## src/rtl/pfe_pkg.sv

```systemverilog
`default_nettype none
package pfe_pkg;

  // Key square geometry and field widths
  localparam int SqDim      = 5;
  localparam int LetterW    = 5;
  localparam int RowW       = SqDim * LetterW;
  localparam int PosW       = 3;
  localparam int CfgIdxW    = 3;
  localparam int QueueDepth = 4;

  // Letter codes
  localparam logic [LetterW-1:0] LETTER_X = 5'd23;
  localparam logic [LetterW-1:0] LETTER_J = 5'd9;
  localparam logic [LetterW-1:0] LETTER_I = 5'd8;

  // Configuration register indexes
  localparam logic [CfgIdxW-1:0] REG_ROW0 = 3'd0;
  localparam logic [CfgIdxW-1:0] REG_ROW1 = 3'd1;
  localparam logic [CfgIdxW-1:0] REG_ROW2 = 3'd2;
  localparam logic [CfgIdxW-1:0] REG_ROW3 = 3'd3;
  localparam logic [CfgIdxW-1:0] REG_ROW4 = 3'd4;

  typedef logic [SqDim-1:0][RowW-1:0] square_t;

  typedef struct packed {
    logic [LetterW-1:0] letter;
    logic               end_of_message;
  } in_item_t;

  typedef struct packed {
    logic [LetterW-1:0] cipher_letter;
    logic               last_of_run;
  } out_item_t;

  // One digraph to encipher; dbl repeats it (doubled letter at end of message)
  typedef struct packed {
    logic [LetterW-1:0] a;
    logic [LetterW-1:0] b;
    logic               dbl;
  } job_t;

  typedef struct packed {
    logic [PosW-1:0] row;
    logic [PosW-1:0] col;
  } pos_t;

  // Cell of the square at (r, c)
  function automatic logic [LetterW-1:0] cell_at(square_t sq, logic [PosW-1:0] r,
                                                 logic [PosW-1:0] c);
    logic [RowW-1:0] row_bits;
    row_bits = sq[r];
    return row_bits[int'(c)*LetterW +: LetterW];
  endfunction

  // First matching cell in row-major order, (0,0) when absent
  function automatic pos_t locate(square_t sq, logic [LetterW-1:0] ch);
    pos_t p;
    p = '0;
    for (int r = SqDim - 1; r >= 0; r--) begin
      for (int c = SqDim - 1; c >= 0; c--) begin
        if (sq[r][c*LetterW +: LetterW] == ch) begin
          p.row = PosW'(r);
          p.col = PosW'(c);
        end
      end
    end
    return p;
  endfunction

  // Increment modulo the square size
  function automatic logic [PosW-1:0] wrap_inc(logic [PosW-1:0] v);
    return (v == PosW'(SqDim - 1)) ? '0 : v + 1'b1;
  endfunction

endpackage
`default_nettype wire

```

## src/rtl/playfair_digraph_encrypt_top.sv

```systemverilog
`default_nettype none
// Playfair encryptor over a loadable 5x5 key square. Letters (A=0..Z=25, J
// folded to I) enter one transaction per cycle while the job queue has room;
// the front pairs them into digraphs (X pads doubled letters and an odd final
// letter), and the back locates both letters, applies the row, column or
// rectangle rule and emits two cipher letters per digraph, four when a
// doubled letter ends the message, with last_of_run on the final one. The
// output sequencer sends one letter per cycle unless out_stall holds it; a
// digraph's job passes through the queue, the locate registers and the emit
// registers before out_valid rises for its first letter. Load the five square
// rows through cfg_* only while the block is idle.
module playfair_digraph_encrypt_top #(
  parameter int QUEUE_DEPTH = pfe_pkg::QueueDepth
) (
  input  wire logic                         clk,
  input  wire logic                         rst_n,
  input  wire logic                         in_valid,
  output logic                              in_stall,
  input  wire pfe_pkg::in_item_t            in_data,
  output logic                              out_valid,
  input  wire logic                         out_stall,
  output pfe_pkg::out_item_t                out_data,
  input  wire logic                         cfg_we,
  input  wire logic [pfe_pkg::CfgIdxW-1:0]  cfg_index,
  input  wire logic [pfe_pkg::RowW-1:0]     cfg_data
);

  pfe_pkg::square_t square_r;
  logic             q_full, q_nonempty, push, pop;
  pfe_pkg::job_t    push_job, q_head;

  // Key square registers
  always_ff @(posedge clk) begin
    if (!rst_n) begin
      square_r <= '0;
    end else if (cfg_we) begin
      case (cfg_index)
        pfe_pkg::REG_ROW0: square_r[0] <= cfg_data;
        pfe_pkg::REG_ROW1: square_r[1] <= cfg_data;
        pfe_pkg::REG_ROW2: square_r[2] <= cfg_data;
        pfe_pkg::REG_ROW3: square_r[3] <= cfg_data;
        pfe_pkg::REG_ROW4: square_r[4] <= cfg_data;
        default: ;
      endcase
    end
  end

  pfe_front u_front (
    .clk      (clk),
    .rst_n    (rst_n),
    .in_valid (in_valid),
    .in_stall (in_stall),
    .in_data  (in_data),
    .q_full   (q_full),
    .push     (push),
    .push_job (push_job)
  );

  pfe_queue #(
    .DEPTH (QUEUE_DEPTH)
  ) u_queue (
    .clk      (clk),
    .rst_n    (rst_n),
    .push     (push),
    .push_job (push_job),
    .pop      (pop),
    .full     (q_full),
    .nonempty (q_nonempty),
    .head     (q_head)
  );

  pfe_back u_back (
    .clk        (clk),
    .rst_n      (rst_n),
    .square     (square_r),
    .q_nonempty (q_nonempty),
    .q_head     (q_head),
    .pop        (pop),
    .out_valid  (out_valid),
    .out_stall  (out_stall),
    .out_data   (out_data)
  );

endmodule
`default_nettype wire

```

## src/rtl/pfe_front.sv

```systemverilog
`default_nettype none
module pfe_front (
  input  wire logic              clk,
  input  wire logic              rst_n,
  input  wire logic              in_valid,
  output logic                   in_stall,
  input  wire pfe_pkg::in_item_t in_data,
  input  wire logic              q_full,
  output logic                   push,
  output pfe_pkg::job_t          push_job
);

  logic [pfe_pkg::LetterW-1:0] pl_r, pl_nxt;
  logic                        pv_r, pv_nxt;
  logic [pfe_pkg::LetterW-1:0] fl;
  logic                        accept;
  logic                        eom;

  assign in_stall = q_full;
  assign accept   = in_valid && !q_full;
  assign eom      = in_data.end_of_message;

  // J folds to I
  assign fl = (in_data.letter == pfe_pkg::LETTER_J) ? pfe_pkg::LETTER_I : in_data.letter;

  // Pairing: decide the digraph job and the pending letter
  always_comb begin
    pl_nxt   = pl_r;
    pv_nxt   = pv_r;
    push     = 1'b0;
    push_job = '0;
    if (accept) begin
      if (!pv_r) begin
        if (eom) begin
          push     = 1'b1;
          push_job = '{a: fl, b: pfe_pkg::LETTER_X, dbl: 1'b0};
        end else begin
          pl_nxt = fl;
          pv_nxt = 1'b1;
        end
      end else if (pl_r != fl) begin
        push     = 1'b1;
        push_job = '{a: pl_r, b: fl, dbl: 1'b0};
        pv_nxt   = 1'b0;
      end else begin
        // doubled letter: pad with X, second copy opens the next pair
        push     = 1'b1;
        push_job = '{a: pl_r, b: pfe_pkg::LETTER_X, dbl: eom};
      end
      if (eom) begin
        pv_nxt = 1'b0;
        pl_nxt = '0;
      end
    end
  end

  always_ff @(posedge clk) begin
    if (!rst_n) begin
      pl_r <= '0;
      pv_r <= 1'b0;
    end else begin
      pl_r <= pl_nxt;
      pv_r <= pv_nxt;
    end
  end

  // End of message always closes the open pair
  a_eom_clears: assert property (@(posedge clk) disable iff (!rst_n)
    (accept && eom) |=> !pv_r)
    else $error("pending letter survived end of message");

endmodule
`default_nettype wire

```

## src/rtl/pfe_queue.sv

```systemverilog
`default_nettype none
module pfe_queue #(
  parameter int DEPTH = pfe_pkg::QueueDepth
) (
  input  wire logic          clk,
  input  wire logic          rst_n,
  input  wire logic          push,
  input  wire pfe_pkg::job_t push_job,
  input  wire logic          pop,
  output logic               full,
  output logic               nonempty,
  output pfe_pkg::job_t      head
);

  localparam int PtrW = (DEPTH > 1) ? $clog2(DEPTH) : 1;
  localparam int CntW = $clog2(DEPTH + 1);

  pfe_pkg::job_t mem_r [DEPTH];
  logic [PtrW-1:0] wr_r, wr_nxt, rd_r, rd_nxt;
  logic [CntW-1:0] cnt_r, cnt_nxt;

  assign full     = (cnt_r == CntW'(DEPTH));
  assign nonempty = (cnt_r != '0);
  assign head     = mem_r[rd_r];

  // Pointer and fill count update
  always_comb begin
    wr_nxt  = push ? ((wr_r == PtrW'(DEPTH - 1)) ? '0 : wr_r + 1'b1) : wr_r;
    rd_nxt  = pop  ? ((rd_r == PtrW'(DEPTH - 1)) ? '0 : rd_r + 1'b1) : rd_r;
    case ({push, pop})
      2'b10:   cnt_nxt = cnt_r + 1'b1;
      2'b01:   cnt_nxt = cnt_r - 1'b1;
      default: cnt_nxt = cnt_r;
    endcase
  end

  always_ff @(posedge clk) begin
    if (!rst_n) begin
      wr_r  <= '0;
      rd_r  <= '0;
      cnt_r <= '0;
    end else begin
      wr_r  <= wr_nxt;
      rd_r  <= rd_nxt;
      cnt_r <= cnt_nxt;
    end
  end

  always_ff @(posedge clk) begin
    if (push) begin
      mem_r[wr_r] <= push_job;
    end
  end

  a_no_overflow: assert property (@(posedge clk) disable iff (!rst_n)
    push |-> !full)
    else $error("queue push while full");

  a_no_underflow: assert property (@(posedge clk) disable iff (!rst_n)
    pop |-> nonempty)
    else $error("queue pop while empty");

endmodule
`default_nettype wire

```

## src/rtl/pfe_back.sv

```systemverilog
`default_nettype none
module pfe_back (
  input  wire logic             clk,
  input  wire logic             rst_n,
  input  wire pfe_pkg::square_t square,
  input  wire logic             q_nonempty,
  input  wire pfe_pkg::job_t    q_head,
  output logic                  pop,
  output logic                  out_valid,
  input  wire logic             out_stall,
  output pfe_pkg::out_item_t    out_data
);

  // Locate stage
  logic          loc_valid_r;
  pfe_pkg::pos_t pa_r, pb_r;
  logic          loc_dbl_r;

  // Emit stage
  logic                        busy_r;
  logic [1:0]                  cnt_r;
  logic                        dbl_r;
  logic [pfe_pkg::LetterW-1:0] oa_r, ob_r;

  logic                        out_accept, last, emit_load, loc_ready;
  logic [pfe_pkg::LetterW-1:0] oa_nxt, ob_nxt;

  assign out_valid  = busy_r;
  assign out_accept = busy_r && !out_stall;
  assign last       = dbl_r ? (cnt_r == 2'd3) : (cnt_r == 2'd1);
  assign emit_load  = loc_valid_r && (!busy_r || (out_accept && last));
  assign loc_ready  = !loc_valid_r || emit_load;
  assign pop        = q_nonempty && loc_ready;

  assign out_data.cipher_letter = cnt_r[0] ? ob_r : oa_r;
  assign out_data.last_of_run   = last;

  // Cipher rules from the located positions
  always_comb begin
    if (pa_r.row == pb_r.row) begin
      oa_nxt = pfe_pkg::cell_at(square, pa_r.row, pfe_pkg::wrap_inc(pa_r.col));
      ob_nxt = pfe_pkg::cell_at(square, pb_r.row, pfe_pkg::wrap_inc(pb_r.col));
    end else if (pa_r.col == pb_r.col) begin
      oa_nxt = pfe_pkg::cell_at(square, pfe_pkg::wrap_inc(pa_r.row), pa_r.col);
      ob_nxt = pfe_pkg::cell_at(square, pfe_pkg::wrap_inc(pb_r.row), pb_r.col);
    end else begin
      oa_nxt = pfe_pkg::cell_at(square, pa_r.row, pb_r.col);
      ob_nxt = pfe_pkg::cell_at(square, pb_r.row, pa_r.col);
    end
  end

  // Locate stage control
  always_ff @(posedge clk) begin
    if (!rst_n) begin
      loc_valid_r <= 1'b0;
    end else if (loc_ready) begin
      loc_valid_r <= q_nonempty;
    end
  end

  // Locate stage payload: search the square for both letters
  always_ff @(posedge clk) begin
    if (pop) begin
      pa_r      <= pfe_pkg::locate(square, q_head.a);
      pb_r      <= pfe_pkg::locate(square, q_head.b);
      loc_dbl_r <= q_head.dbl;
    end
  end

  // Emit sequencer: two letters per digraph, four when repeated
  always_ff @(posedge clk) begin
    if (!rst_n) begin
      busy_r <= 1'b0;
      cnt_r  <= '0;
      dbl_r  <= 1'b0;
    end else if (emit_load) begin
      busy_r <= 1'b1;
      cnt_r  <= '0;
      dbl_r  <= loc_dbl_r;
    end else if (out_accept) begin
      busy_r <= !last;
      cnt_r  <= cnt_r + 1'b1;
    end
  end

  always_ff @(posedge clk) begin
    if (emit_load) begin
      oa_r <= oa_nxt;
      ob_r <= ob_nxt;
    end
  end

  a_short_run: assert property (@(posedge clk) disable iff (!rst_n)
    (busy_r && !dbl_r) |-> !cnt_r[1])
    else $error("plain digraph ran past two letters");

  a_run_continues: assert property (@(posedge clk) disable iff (!rst_n)
    (out_accept && !last) |=> (busy_r && cnt_r == $past(cnt_r) + 2'd1))
    else $error("digraph run cut short");

endmodule
`default_nettype wire

```

## config.mk

```make
export PLATFORM = sky130hd
export DESIGN_NAME = playfair_digraph_encrypt_top
export DESIGN_NICKNAME = d
export VERILOG_FILES = /design/src/rtl/pfe_pkg.sv /design/src/rtl/playfair_digraph_encrypt_top.sv /design/src/rtl/pfe_front.sv /design/src/rtl/pfe_queue.sv /design/src/rtl/pfe_back.sv
export SDC_FILE = /design/constraint.sdc
export NUM_CORES = 1
export LEC_CHECK = 0
export BUFFER_PORTS_ARGS = -buffer_cell sky130_fd_sc_hd__buf_2
export CAP_MARGIN = 30
export CORE_UTILIZATION = 45
export DETAILED_ROUTE_END_ITERATION = 10
export PLACE_DENSITY = 0.68
export SLEW_MARGIN = 0
export SYNTH_ARGS = -nofsm -noshare
export SYNTH_HDL_FRONTEND = slang
export SYNTH_HIERARCHICAL = 1
export SYNTH_SLANG_ARGS = --single-unit
```

## constraint.sdc

```tcl
create_clock -name clk -period 7.6 [get_ports clk]
set_clock_uncertainty 0.2 [all_clocks]
set_input_delay 1.52 -clock clk [delete_from_list [all_inputs] [get_ports clk]]
set_output_delay 1.52 -clock clk [all_outputs]
set_load 0.01 [all_outputs]
```

### Word level (Yosys, flattened, before mapping)

Memories as Yosys holds them, arrays and structs flattened. A register that Yosys moved wholly into a read port is not among the register bits.
Cells that the tools add are included.

| word-level totals | value |
|---|---|
| output and inout bits | 8 |
| logic and storage cells | 245 |
| memory bits (writable) | 44 |
| register bits | 166 |
| bits of input ports | 39 |
| memories kept | 1 |

Memory list:

| name | depth | bits a word | rd ports | clocked after Yosys merged registers in | write ports | line | RTL |
|---|---|---|---|---|---|---|---|
| u_queue.mem_r | 4 | 11 | 1 | 1 | 1 | pfe_queue.sv:18 | `pfe_pkg::job_t mem_r [DEPTH];` |

| operators by class | value |
|---|---|
| bitwise operators | 1 |
| multiplexer cells | 88 |
| multipliers | 4 |
| order comparisons | 4 |
| add/sub/neg operators | 9 |
| eq/ne operators | 70 |
| shift operators | 6 |
| reductions and logical operators | 33 |

Operators by type and width:

| cell | count |
|---|---|
| $bmux 25 s3 | 4 |
| $eq 5x5->1 | 50 |
| $shiftx 25x32->5 | 6 |
| $mux 5 | 28 |
| $mux 25 | 4 |
| $mux 6 | 11 |
| $mux 4 | 10 |
| $reduce_or 20->1 | 2 |
| $mux 11 | 3 |
| $mul 3x3->6 const B | 4 |
| $reduce_or 10->1 | 2 |
| $eq 3x3->1 const B | 6 |
| $mux 3 | 6 |
| $lt 3x4->1 const B | 4 |
| $mux 2 | 8 |
| $add 3x1->3 const B | 5 |
| $mux 1 | 13 |
| $reduce_and 2->1 | 6 |
| $reduce_or 5->1 | 2 |
| $eq 2x2->1 const B | 4 |
| $reduce_or 4->1 | 2 |
| $add 2x1->2 const B | 3 |
| $eq 3x2->1 const B | 2 |
| $eq 3x3->1 | 2 |
| 15 further kinds | 28 |

### Depth between registers and ports, before layout

Gate-level depths: netlist (run 1).

| depth | value |
|---|---|
| word-level depth | 25 |
| mapped depth | 13 |
| gate-level depth less buffers | 12 |

### Modules after synthesis

The synthesis (run 1) kept the hierarchy.

By module, submodules not included:

| module | seq. area each (um2) | area each (um2) | cells an instance | times used |
|---|---|---|---|---|
| pfe_back | 790.8 | 10395.0 | 1279 | 1 |
| playfair_digraph_encrypt_top | 2502.4 | 4642.0 | 437 | 1 |
| pfe_queue | 1501.4 | 2054.5 | 104 | 1 |
| pfe_front | 120.1 | 484.2 | 66 | 1 |

### Worst setup path before layout (run 1)

OpenSTA, ideal clock, no wires.

| timing | value |
|---|---|
| path type | in2reg |
| from | in out_stall |
| to | reg u_queue.cnt_r[2] |
| setup slack | 2.934 ns |
| cell stages on the path | 8 |
| path buffers | 0 |
| required time | 7.324 ns |
| library setup time | 0.076 ns |
| data arrival time | 4.390 ns |
| cell sequence | o21a_1 a21boi_0 ha_1 inv_1 fa_1 xor2_1 or3_1 a21boi_0 |

| on the way | value |
|---|---|
| longest elaborated chain between the ends | 9 |
| elaborated cells on any way between the ends | 11 |
| those cells by class | eq/ne: 2; mux: 1; reduce/logical: 8 |

RTL lines:

| element | line | RTL |
|---|---|---|
| start: declaration | playfair_digraph_encrypt_top.sv:21 | `input wire logic out_stall,` |
| $logic_not 1->1 (*) | pfe_back.sv:29 | `assign out_accept = busy_r && !out_stall;` |
| $logic_and 1x1->1 (*) | pfe_back.sv:29 |  |
| $logic_and 1x1->1 (*) | pfe_back.sv:31 | `assign emit_load = loc_valid_r && (!busy_r \|\| (out_accept && last));` |
| $logic_or 1x1->1 (*) | pfe_back.sv:31 |  |
| $logic_and 1x1->1 (*) | pfe_back.sv:31 |  |
| $logic_or 1x1->1 (*) | pfe_back.sv:32 | `assign loc_ready = !loc_valid_r \|\| emit_load;` |
| $logic_and 1x1->1 (*) | pfe_back.sv:33 | `assign pop = q_nonempty && loc_ready;` |
| net pop | playfair_digraph_encrypt_top.sv:29 | `logic q_full, q_nonempty, push, pop;` |
| $eq 2x1->1 or $eq 2x2->1 (tied branches) | pfe_queue.sv:30 | `case ({push, pop})` |
| $pmux 3 s2 or $reduce_bool 2->1 (tied branches) | - |  |
| end signal: assignment | pfe_queue.sv:45 | `cnt_r <= cnt_nxt;` |
| end: declaration | pfe_queue.sv:20 | `logic [CntW-1:0] cnt_r, cnt_nxt;` |

Mark *: on every way through the listed nets, which the timed path passes. The rest lies on a longest branch.
A chain may end at the register's enable or synchronous reset.

### Worst setup path after layout (run 1)

| timing | value |
|---|---|
| from | reg u_back/pa_r[3] (netlist bit) |
| to | reg u_back/oa_r[1] (netlist bit) (data pin) |

| on the way | value |
|---|---|
| longest elaborated chain between the ends | 7 |
| elaborated cells on any way between the ends | 13 |
| those cells by class | add/sub: 1; eq/ne: 2; shift: 3; mux: 7 |

RTL lines:

| element | line | RTL |
|---|---|---|
| start: declaration | pfe_back.sv:16 | `pfe_pkg::pos_t pa_r, pb_r;` |
| start signal: assignment | pfe_back.sv:64 | `pa_r <= pfe_pkg::locate(square, q_head.a);` |
| $add 3x1->3 or $eq 3x3->1 (tied branches) | pfe_pkg.sv:73 | `return (v == PosW'(SqDim - 1)) ? '0 : v + 1'b1;` |
| $mux 3 | pfe_pkg.sv:73 |  |
| $bmux 25 s3 | pfe_pkg.sv:52 | `row_bits = sq[r];` |
| $mux 25 (implied by the code) | pfe_pkg.sv:52 |  |
| $shiftx 25x32->5 | pfe_pkg.sv:53 | `return row_bits[int'(c)*LetterW +: LetterW];` |
| $mux 5 | pfe_back.sv:43 | `end else if (pa_r.col == pb_r.col) begin` |
| $mux 5 (*) | pfe_back.sv:40 | `if (pa_r.row == pb_r.row) begin` |
| net u_back.oa_nxt, one bit | pfe_back.sv:26 | `logic [pfe_pkg::LetterW-1:0] oa_nxt, ob_nxt;` |
| end signal: assignment | pfe_back.sv:88 | `oa_r <= oa_nxt;` |
| end: declaration | pfe_back.sv:23 | `logic [pfe_pkg::LetterW-1:0] oa_r, ob_r;` |

Mark *: on every way through the listed nets, which the timed path passes. The rest lies on a longest branch. The select of a mux whose other input is x is not followed.

==> flow_summary.toml, run 1 <==
[power_and_ir_drop]
peakVddDrop_v = 0.000245
power_leakage_nw = 7.13
areal_power_density_over_the_cells_nw_per_um2 = 364

[die]
top_level_ports = 47
chipHeight_um = 200
die_area_um2 = 39900
placeableCoreArea_um2 = 38600
floorplan.rows = 72
initial_standard_cell_utilization_of_the_core = 0.456
floorplan.die.width_um = 200

[drt]
initialDrtViolationCount = 2463
detail_route.wirelength_um = 70200
detail_route.drc_violations = 0
dr_total_vias = 16000
first_pass_iters = 6
wirelength_per_cell_um = 29.7
detail-route-antenna-nets = 0
route.detailed.vias_per_inst = 6.75

[clock_network]
worst_setup_hold_path_clk_slew_ns = 0.08
cts_buffer_depth = 3
cts_post_setup_buffers_inserted = 0
hold_buffers = 0
cts_root_buffer = "clkbuf_16"
clock_tree_from_tritoncts = "built"
clkLatencyLatePin_ns = 0.57
cts_resized = 0
numClockSinks = 212
htree_num_levels = 1
cts_buffers = 24

[hold_path]
holdPathEnd = "u_back/dbl_r$_SDFFE_PN0P_"
min_path_type = "register to register"
min_path_cells = 2
hp_start = "u_back/dbl_r$_SDFFE_PN0P_"

[final_layout]
post_synthesis_to_final_layout_area_growth_pct = 5.61
post_route_cells_drive_above_1_share = 0.119
antenna_cells_inserted = 0
final_nets = 1881
layout.core_utilization = 0.481

[global_route]
grt_max_degree = 72
grt_usage = 0.350
globalRoute.totalOverflow = 0
grt_pass1_vias = 14700
antenna_found_initial = 0
grt_first_pass_wirelength_um = 101000

[placed_design]
buffer_ports.inserted = 46
dp_slack_ns = 3.19
hpwlAfterDp_um = 50000
place_congestion = 1.06

[logic_synthesis]
synthDistinctLibCells = 81
ys_ff_latch = 212
synthFlopType = "dfxtp_1"
synth-edff-count = 67
avgSynthCellArea_um2 = 9.32
post_synthesis_instance_area_um2 = 17600
synth.yosys.warnings = 6
synth_cells = 1886
synth.yosys.seq_area_share = 0.280
ys_async_sr_fraction = 0
synthesis.nets = 1940

[setup_path]
worst-setup-path-type = "register to register"
rrSetupSlack_ns = 3.02
timing.reg2reg.worst_path_depth = 10
crit_path_start_kind = "register"
required_ns = 7.70
worst-path-max-fanout = 56
worst_r2r_startpoint = "u_back/pa_r[3]$_SDFFCE_PP0P_"
critical_path.endpoint_type = "register"
crit-reg2reg-capture = "u_back/oa_r[1]$_DFFE_PP_"
critical_path_arrival_ns = 4.69

[timing]
tightest_slew_ns = 1.10
setup_total_negative_slack_ns = 0
maxSlewViolCount = 0
period_minus_slack_ns = 4.58
setup_violations = 0
period_utilization = 0.603
final_worst_setup_slack_ns = 3.02
final.hold.worst_slack_ns = 0.286
clock.fmax_mhz = 218
worst_case_headroom_to_the_max_slew_limit = 0.267
timing.final.hold_violations = 0
grt_setup_unrepaired = "no"

[outcome]
outcome = "completed"

[run]
drv.max_cap_violation_count = 0
## cells in the mapped netlist (5+ instances only)
library cell / n / area [um2]
nand2_1: 231 / 867
mux2_2: 21 / 236
o31ai_1: 8 / 60.1
nand4_1: 6 / 37.5
a2111oi_0: 8 / 70.1
buf_6: 15 / 169
a22oi_1: 26 / 195
o21a_1: 5 / 37.5
o221ai_1: 10 / 87.6
nor2_1: 79 / 297
o211ai_1: 5 / 37.5
or3_1: 9 / 56.3
buf_2: 66 / 330
a21oi_1: 52 / 260
a31oi_1: 17 / 106
and3_1: 13 / 81.3
nand2b_1: 16 / 100
nor4_1: 15 / 93.8
nand3_1: 75 / 375
o21ai_0: 48 / 240
o22ai_1: 27 / 169
and2_1: 9 / 56.3
mux4_1: 7 / 184
a221oi_1: 7 / 61.3
a211oi_1: 19 / 143
edfxtp_1: 67 / 2010
xor2_1: 125 / 1090
o32ai_1: 6 / 52.6
nor3_1: 79 / 395
inv_1: 29 / 109
ha_1: 14 / 175
a21boi_0: 6 / 45.0
mux2i_1: 231 / 2310
o41ai_1: 5 / 43.8
xnor2_1: 140 / 1230
mux4_2: 69 / 1550
dfxtp_1: 145 / 2900
nor2b_1: 24 / 150
o2bb2ai_1: 8 / 70.1
buf_4: 29 / 218
clkbuf_1: 39 / 146
## per-layer routing
metal  up-vias  global-route usage  routed length, um
li1       6762                   -                  -
met1      7716               0.455              26700
met2      1198               0.492              28600
met3       282               0.121               9720
met4         0               0.223               5280
met5         -                   0                  0
## worst max-delay path by stage
| stage | start | endpoint | slack, ns | cells after the start |
|---|---|---|---|---|
| floorplan | out_stall | u_queue/cnt_r[2]$_SDFFE_PN0P_ | 2.93 | 8 |
| global placement | u_back/pa_r[3]$_SDFFCE_PP0P_ | u_back/oa_r[2]$_DFFE_PP_ | 3.31 | 10 |
| detailed placement | u_back/pa_r[3]$_SDFFCE_PP0P_ | u_back/oa_r[1]$_DFFE_PP_ | 3.19 | 10 |
| CTS | u_back/pa_r[3]$_SDFFCE_PP0P_ | u_back/oa_r[1]$_DFFE_PP_ | 3.20 | 10 |
| global route | u_back/pa_r[3]$_SDFFCE_PP0P_ | u_back/oa_r[1]$_DFFE_PP_ | 2.75 | 10 |
| finish | u_back/pa_r[3]$_SDFFCE_PP0P_ | u_back/oa_r[1]$_DFFE_PP_ | 3.02 | 10 |
## critical path: stages, from the launching register on
cell and delay (ns):
edfxtp_1 0.33, buf_4 0.62, inv_1 0.56, ha_1 0.56, inv_1 0.09, a21oi_1 0.66
mux4_2 0.41, mux2i_1 0.13, o21ai_0 0.11, nor4_1 0.53, nor4_1 0.11
## area by class of cell
type | instances | area, um2
fillers | 3652 | 20000
clock inverters | 14 | 174
multi-input cells | 1484 | 11600
repair buffers | 72 | 429
flip-flops and latches | 212 | 4910
clock buffers | 30 | 664
well taps | 518 | 648
inverters | 33 | 124
## sequential cells by signal (all words and copies together), names as in the netlist, 3 cells and up, named ones only
register / cells
u_back/pa_r: 6
u_queue/cnt_r: 3
u_back/ob_r: 5
u_queue/mem_r: 44
square_r: 125
u_back/pb_r: 6
u_back/oa_r: 5
u_front/pl_r: 5
## where the power goes
part           internal [W]  switching (W)  total (W)
sequential          0.00135       0.000143    0.00149
clock              0.000728       0.000505    0.00123
combinational       0.00145        0.00257    0.00403
total               0.00353        0.00322    0.00675
## cells in the final DEF, fill, tap and decap left out, types with 6 or more instances in the layout
cell type and n:
a2111oi_0 8, a211oi_1 19, a21oi_1 51, a221oi_1 7, a22oi_1 26, a31oi_1 17, and2_1 9, and3_1 13
buf_2 46, buf_4 25, clkbuf_16 25, dfxtp_1 145, edfxtp_1 67, ha_1 14, inv_1 29, mux2_2 21
mux2i_1 231, mux4_1 7, mux4_2 69, nand2_1 231, nand2b_1 16, nand3_1 75, nand4_1 6, nor2_1 79
nor2b_1 23, nor3_1 79, nor4_1 15, o21ai_0 48, o221ai_1 10, o22ai_1 27, o2bb2ai_1 8, o31ai_1 8
o32ai_1 6, or3_1 9, xnor2_1 140, xor2_1 125
## cell families (layout without fill, tap and decap cells)
group,count (synthesis),in the layout,share of synthesized area
compound gates,295,295,0.115
xor+xnor,265,265,0.132
fa+ha+maj,15,15,0.0111
buf+inv,190,149,0.0616
flops,212,212,0.280
mux,328,328,0.244
simple gates,581,581,0.157
## per-stage QoR
stage	total power, W	area (um2)	instances
floorplan	0.00454	17600	1886
finish	0.00675	18600	2363
CTS	0.00662	18600	2363
global route	0.00703	18600	2363
detailed placement	0.00539	17700	2319
global placement	0.00535	17700	2317
(Power assumes the default switching activity.)
==> inputs of run 2 (changes only) <==
--- a/config.mk
+++ b/config.mk
@@ -9,7 +9,7 @@
 export CAP_MARGIN = 30
 export CORE_UTILIZATION = 45
 export DETAILED_ROUTE_END_ITERATION = 10
-export PLACE_DENSITY = 0.68
+export PLACE_DENSITY = 0.7
 export SLEW_MARGIN = 0
 export SYNTH_ARGS = -nofsm -noshare
 export SYNTH_HDL_FRONTEND = slang
==> constraint.sdc (replaced) <==
create_clock -name clk -period 4 [get_ports clk]
set_clock_uncertainty 0.2 [all_clocks]
set_input_delay 0.8 -clock clk [delete_from_list [all_inputs] [get_ports clk]]
set_output_delay 0.8 -clock clk [all_outputs]
set_load 0.01 [all_outputs]
==> flow_summary.toml, run 2 (same netlist as run 1, synthesis figures left out) <==
[outcome]
outcome = "completed"

[die]
floorplan.die.width_um = 200
top_level_ports = 47
placeableCoreArea_um2 = 38600
floorplan.rows = 72
initial_standard_cell_utilization_of_the_core = 0.456
chipHeight_um = 200
die_area_um2 = 39900

[timing]
grt_setup_unrepaired = "no"
setup_violations = 0
worst_case_headroom_to_the_max_slew_limit = 0.325
clock.fmax_mhz = 270
period_utilization = 0.927
period_minus_slack_ns = 3.71
maxSlewViolCount = 0
timing.final.hold_violations = 0
tightest_slew_ns = 1.01
setup_total_negative_slack_ns = 0

[setup_path]
critical_path.endpoint_type = "register"
crit_path_cell_trace = "inv_1 -> ha_1 -> a21boi_0 -> a32oi_1 -> o31ai_1 -> nor4_1 -> a21oi_1 -> and3_1 -> a311oi_1"
crit_path_start_kind = "register"
critical_path_arrival_ns = 3.85
critical_path_slowest_stage_cell = "nor4_1"
worst-setup-path-type = "register to register"
required_ns = 4.14
worst-path-max-fanout = 10
cp_slowest_stage_delay_ns = 0.54

[power_and_ir_drop]
peakVddDrop_v = 0.000546
areal_power_density_over_the_cells_nw_per_um2 = 698
power_leakage_nw = 7.41
total_power_after_layout_w = 0.0132

[final_layout]
commonest_cells_after_routing_fill_and_taps_aside = "nand2_1, mux2i_1, dfxtp_1, xnor2_1, xor2_1"
largest_register_by_flop_count = "square_r"
final_nets = 1938
final-instance-count-excl-fill = 2425
post_synthesis_to_final_layout_area_growth_pct = 8.05
largest_register_ff_count = 125
layout.core_utilization = 0.493
post_route_cells_drive_above_1_share = 0.143
finish.instance_area_um2 = 19000
largestRegisters = "square_r (125), u_queue/mem_r (44)"

[global_route]
grt_usage = 0.403
antenna_found_initial = 3
grt_first_pass_wirelength_um = 112000
grt_max_degree = 56
grt_pass1_vias = 15400
globalRoute.totalOverflow = 0

[clock_network]
cts_buffers = 26
worst_setup_hold_path_clk_slew_ns = 0.06
cts_post_setup_buffers_inserted = 0
numClockSinks = 212
cts_root_buffer = "clkbuf_16"
clkLatencyLatePin_ns = 0.60
cts_buffer_depth = 3
clock_tree_from_tritoncts = "built"
hold_buffers = 0
cts_resized = 0
htree_num_levels = 1

[drt]
detail_route.drc_violations = 0
detail-route-antenna-nets = 0
wirelength_per_cell_um = 33.2
initialDrtViolationCount = 2637
first_pass_iters = 6
dr_total_vias = 16500
route.detailed.vias_per_inst = 6.79
detail_route.wirelength_um = 80500

[placed_design]
buffer_ports.inserted = 46
placed_cells = 2374
hpwlAfterDp_um = 55400
place_congestion = 1.07
placedInstanceArea_um2 = 18200

[run]
drv.max_cap_violation_count = 0

[hold_path]
min_path_type = "register to register"
==> run 2: cell count changes in the layout (fill, tap and decap cells not counted), sizes merged <==
cell,previous run,this run
clkbuf,30,34
diode,0,3
bufinv,3,0
clkinvlp,3,1
clkinv,10,12
buf,72,127
inv,31,34
==> run 2: worst paths after layout <==
check	start	end	slack (ns)	cells after the start
worst min register to register	u_back/dbl_r$_SDFFE_PN0P_	u_back/dbl_r$_SDFFE_PN0P_	0.31	2
worst max-delay path	u_back/pb_r[3]$_SDFFCE_PP0P_	u_back/ob_r[2]$_DFFE_PP_	0.29	9
worst max register to register	u_back/pb_r[3]$_SDFFCE_PP0P_	u_back/ob_r[2]$_DFFE_PP_	0.29	9
worst min-delay path	u_back/dbl_r$_SDFFE_PN0P_	u_back/dbl_r$_SDFFE_PN0P_	0.31	2
==> run 2: power breakdown <==
part | internal, W | leakage (nW) | switching (W)
clock network | 0.00125 | 0.397 | 0.00104
registers | 0.00257 | 1.81 | 0.000432
logic | 0.00304 | 5.20 | 0.00491
total | 0.00687 | 7.41 | 0.00638
==> run 2: critical path: cells and delay by family, from the launching register on <==
family                     cells  cell delay [ns]
buffers and inverters          1             0.19
adders and majority gates      1             0.46
AOI/OAI and AO/OA              5             1.30
and+or+nand+nor                2             0.77
DFF                            1             0.53
==> run 2: metrics by stage <==
stage	hold WS (ns)	setup WS, ns
floorplan	0.234	0.0544
global placement	0.262	0.509
detailed placement	0.306	0.506
CTS	0.315	0.493
global route	0.337	0.282
finish	0.310	0.290
==> run 2: routing by layer <==
layer | global-route usage | vias to the layer above | wire (um)
li1 | - | 6887 | -
met1 | 0.484 | 7836 | 29300
met2 | 0.575 | 1290 | 32800
met3 | 0.151 | 455 | 10600
met4 | 0.318 | 2 | 7790
met5 | 0 | - | 15
==> run 2: area by class of cell <==
type,count,area (um2)
antenna,3,7.51
clock inverter,14,115
tap,518,648
inverter,33,124
timing repair buffer,127,873
fill,3669,19600
multi-input combinational,1484,11600
clock buffer,34,701
sequential,212,4910
==> inputs of run 3 (changes only) <==
--- a/config.mk
+++ b/config.mk
@@ -7,9 +7,9 @@
 export LEC_CHECK = 0
 export BUFFER_PORTS_ARGS = -buffer_cell sky130_fd_sc_hd__buf_2
 export CAP_MARGIN = 30
+export CORE_MARGIN = 8
 export CORE_UTILIZATION = 45
 export DETAILED_ROUTE_END_ITERATION = 10
-export PLACE_DENSITY = 0.7
 export SLEW_MARGIN = 0
 export SYNTH_ARGS = -nofsm -noshare
 export SYNTH_HDL_FRONTEND = slang
==> constraint.sdc (replaced) <==
create_clock -name clk -period 3.2 [get_ports clk]
set_clock_uncertainty 0.2 [all_clocks]
set_input_delay 0.64 -clock clk [delete_from_list [all_inputs] [get_ports clk]]
set_output_delay 0.64 -clock clk [all_outputs]
set_load 0.01 [all_outputs]
==> flow_summary.toml, run 3 (same netlist as run 1, synthesis figures left out) <==
[outcome]
outcome = "finished with violations"
failed_checks = "negative setup slack"

[setup_path]
worst-setup-path-type = "register to register"
cp-startpoint = "u_back/pa_r[4]$_SDFFCE_PP0P_"
crit-reg2reg-capture = "u_back/oa_r[0]$_DFFE_PP_"
rrSetupSlack_ns = -0.05
critical_path.endpoint_type = "register"
critical_path_arrival_ns = 3.29
required_ns = 3.24
endpoint = "u_back/oa_r[0]$_DFFE_PP_"
worst-path-max-fanout = 10
worst_r2r_startpoint = "u_back/pa_r[4]$_SDFFCE_PP0P_"
timing.reg2reg.worst_path_depth = 9
crit_path_start_kind = "register"

[clock_network]
htree_num_levels = 1
numClockSinks = 212
clock_tree_from_tritoncts = "built"
cts_root_buffer = "clkbuf_16"
worst_setup_hold_path_clk_slew_ns = 0.06
clkLatencyLatePin_ns = 0.57
hold_buffers = 0
cts_buffer_depth = 3
cts_buffers = 25

[timing]
setup_violations = 2
tightest_slew_ns = 1.04
worst_case_headroom_to_the_max_slew_limit = 0.308
clock.fmax_mhz = 308
maxSlewViolCount = 0
period_utilization = 1.02
timing.final.hold_violations = 0
period_minus_slack_ns = 3.25
final_worst_setup_slack_ns = -0.0515
grt_setup_unrepaired = "yes"

[final_layout]
layout.core_utilization = 0.526
largest_register_by_flop_count = "square_r"
area_of_the_multi_input_gates_um2 = 11800
post_route_cells_drive_above_1_share = 0.209
final_nets = 2066
largest_register_ff_count = 125
largestRegisters = "square_r (125), u_queue/mem_r (44)"
seq_area_um2 = 4920
commonest_cells_after_routing_fill_and_taps_aside = "nand2_1, mux2i_1, buf_4, dfxtp_1, xnor2_1"
final-instance-count-excl-fill = 2558
layout.cells.most_common = "nand2_1"
num-fill-cells = 3587
post_synthesis_to_final_layout_area_growth_pct = 15.7

[global_route]
globalRoute.totalOverflow = 0
antenna_found_initial = 6
grt_usage = 0.354
grt_pass1_vias = 15700
grt_max_degree = 78
grt_first_pass_wirelength_um = 115000

[power_and_ir_drop]
power_leakage_nw = 8.15
areal_power_density_over_the_cells_nw_per_um2 = 896
peakVddDrop_v = 0.000523

[die]
die_area_um2 = 45600
floorplan.die.width_um = 214
initial_standard_cell_utilization_of_the_core = 0.455
placeableCoreArea_um2 = 38600
top_level_ports = 47
floorplan.rows = 72
chipHeight_um = 214

[drt]
initialDrtViolationCount = 2972
detail-route-antenna-nets = 0
route.detailed.vias_per_inst = 6.77
first_pass_iters = 8
dr_total_vias = 17300
detail_route.drc_violations = 0
detail_route.wirelength_um = 83600
wirelength_per_cell_um = 32.7

[placed_design]
placed_cells = 2477
place_congestion = 1.10
buffer_ports.inserted = 46
hpwlAfterDp_um = 56700

[hold_path]
min_path_type = "primary input to register"

[run]
drv.max_cap_violation_count = 0
## run 3: cell types whose count changed in the layout (fill, tap and decap cells not counted), sizes merged
| cell | delta |
|---|---|
| buf | +126 |
| bufbuf | +1 |
| bufinv | +2 |
| clkinv | -2 |
| diode | +6 |
| inv | -2 |
| mux4 | +2 |
## run 3: per-stage QoR
step / TNS, ns / cell area [um2] / power [W] / hold slack [ns] / setup slack (ns)
final: -0.0586 / 20300 / 0.0182 / 0.231 / -0.0515
after global routing: -0.0487 / 20300 / 0.0189 / 0.260 / -0.0380
after CTS: 0 / 20000 / 0.0174 / 0.223 / 0.00405
after detailed placement: -0.290 / 19100 / 0.0144 / 0.281 / -0.189
after global placement: -0.210 / 19100 / 0.0144 / 0.270 / -0.175
after floorplan: 0 / 17600 / 0.0108 / 0.234 / 0.00638
## run 3: routing by layer
metal  track usage  vias up  wire [um]
met5             0        -         14
met4         0.265        2       7370
met3         0.118      381      11600
met2         0.480     1503      33200
met1         0.462     8281      31300
li1              -     7153          -
## run 3: timing repair
item / 4_1_cts / 5_1_grt
gates cloned: 1 / 2
resized for setup: 5 / 26
pin swaps: 2 / 4
setup endpoints to repair: 7 / 21
setup buffers: 1 / 22
## run 3: report_power, final
group	internal, W	switching [W]	total, W
Clock	0.00169	0.00120	0.00289
Sequential	0.00321	0.000422	0.00363
Combinational	0.00507	0.00662	0.0117
Total	0.00997	0.00825	0.0182
## run 3: area by class of cell
type                            instances  share of cell area
Timing Repair Buffer                  254               0.101
Clock inverter                         12             0.00689
Tap cell                              518              0.0319
Inverter                               33             0.00609
Clock buffer                           34              0.0339
Multi-Input combinational cell       1486               0.578
Sequential cell                       212               0.242
Antenna cell                            9             0.00111
## run 3: worst min path at each step
stage                                              end  cells after the start                      start
final                     u_front/pl_r[3]$_SDFFE_PN0P_                      3                 in_data[4]
after global placement       u_back/dbl_r$_SDFFE_PN0P_                      2  u_back/dbl_r$_SDFFE_PN0P_
after detailed placement     u_back/dbl_r$_SDFFE_PN0P_                      2  u_back/dbl_r$_SDFFE_PN0P_
after CTS                 u_front/pl_r[2]$_SDFFE_PN0P_                      3                 in_data[3]
after global routing      u_front/pl_r[2]$_SDFFE_PN0P_                      3                 in_data[3]
after floorplan              square_r[21]$_SDFFE_PN0P_                      2  square_r[21]$_SDFFE_PN0P_
## run 3: worst max-delay path: stages, from the launching register on
cell,delay (ns)
edfxtp_1,0.46
inv_2,0.09
ha_1,0.22
a21oi_2,0.22
buf_12,0.17
mux4_2,0.51
mux2i_2,0.22
a2111oi_0,0.17
o41ai_1,0.51
nand4_1,0.18
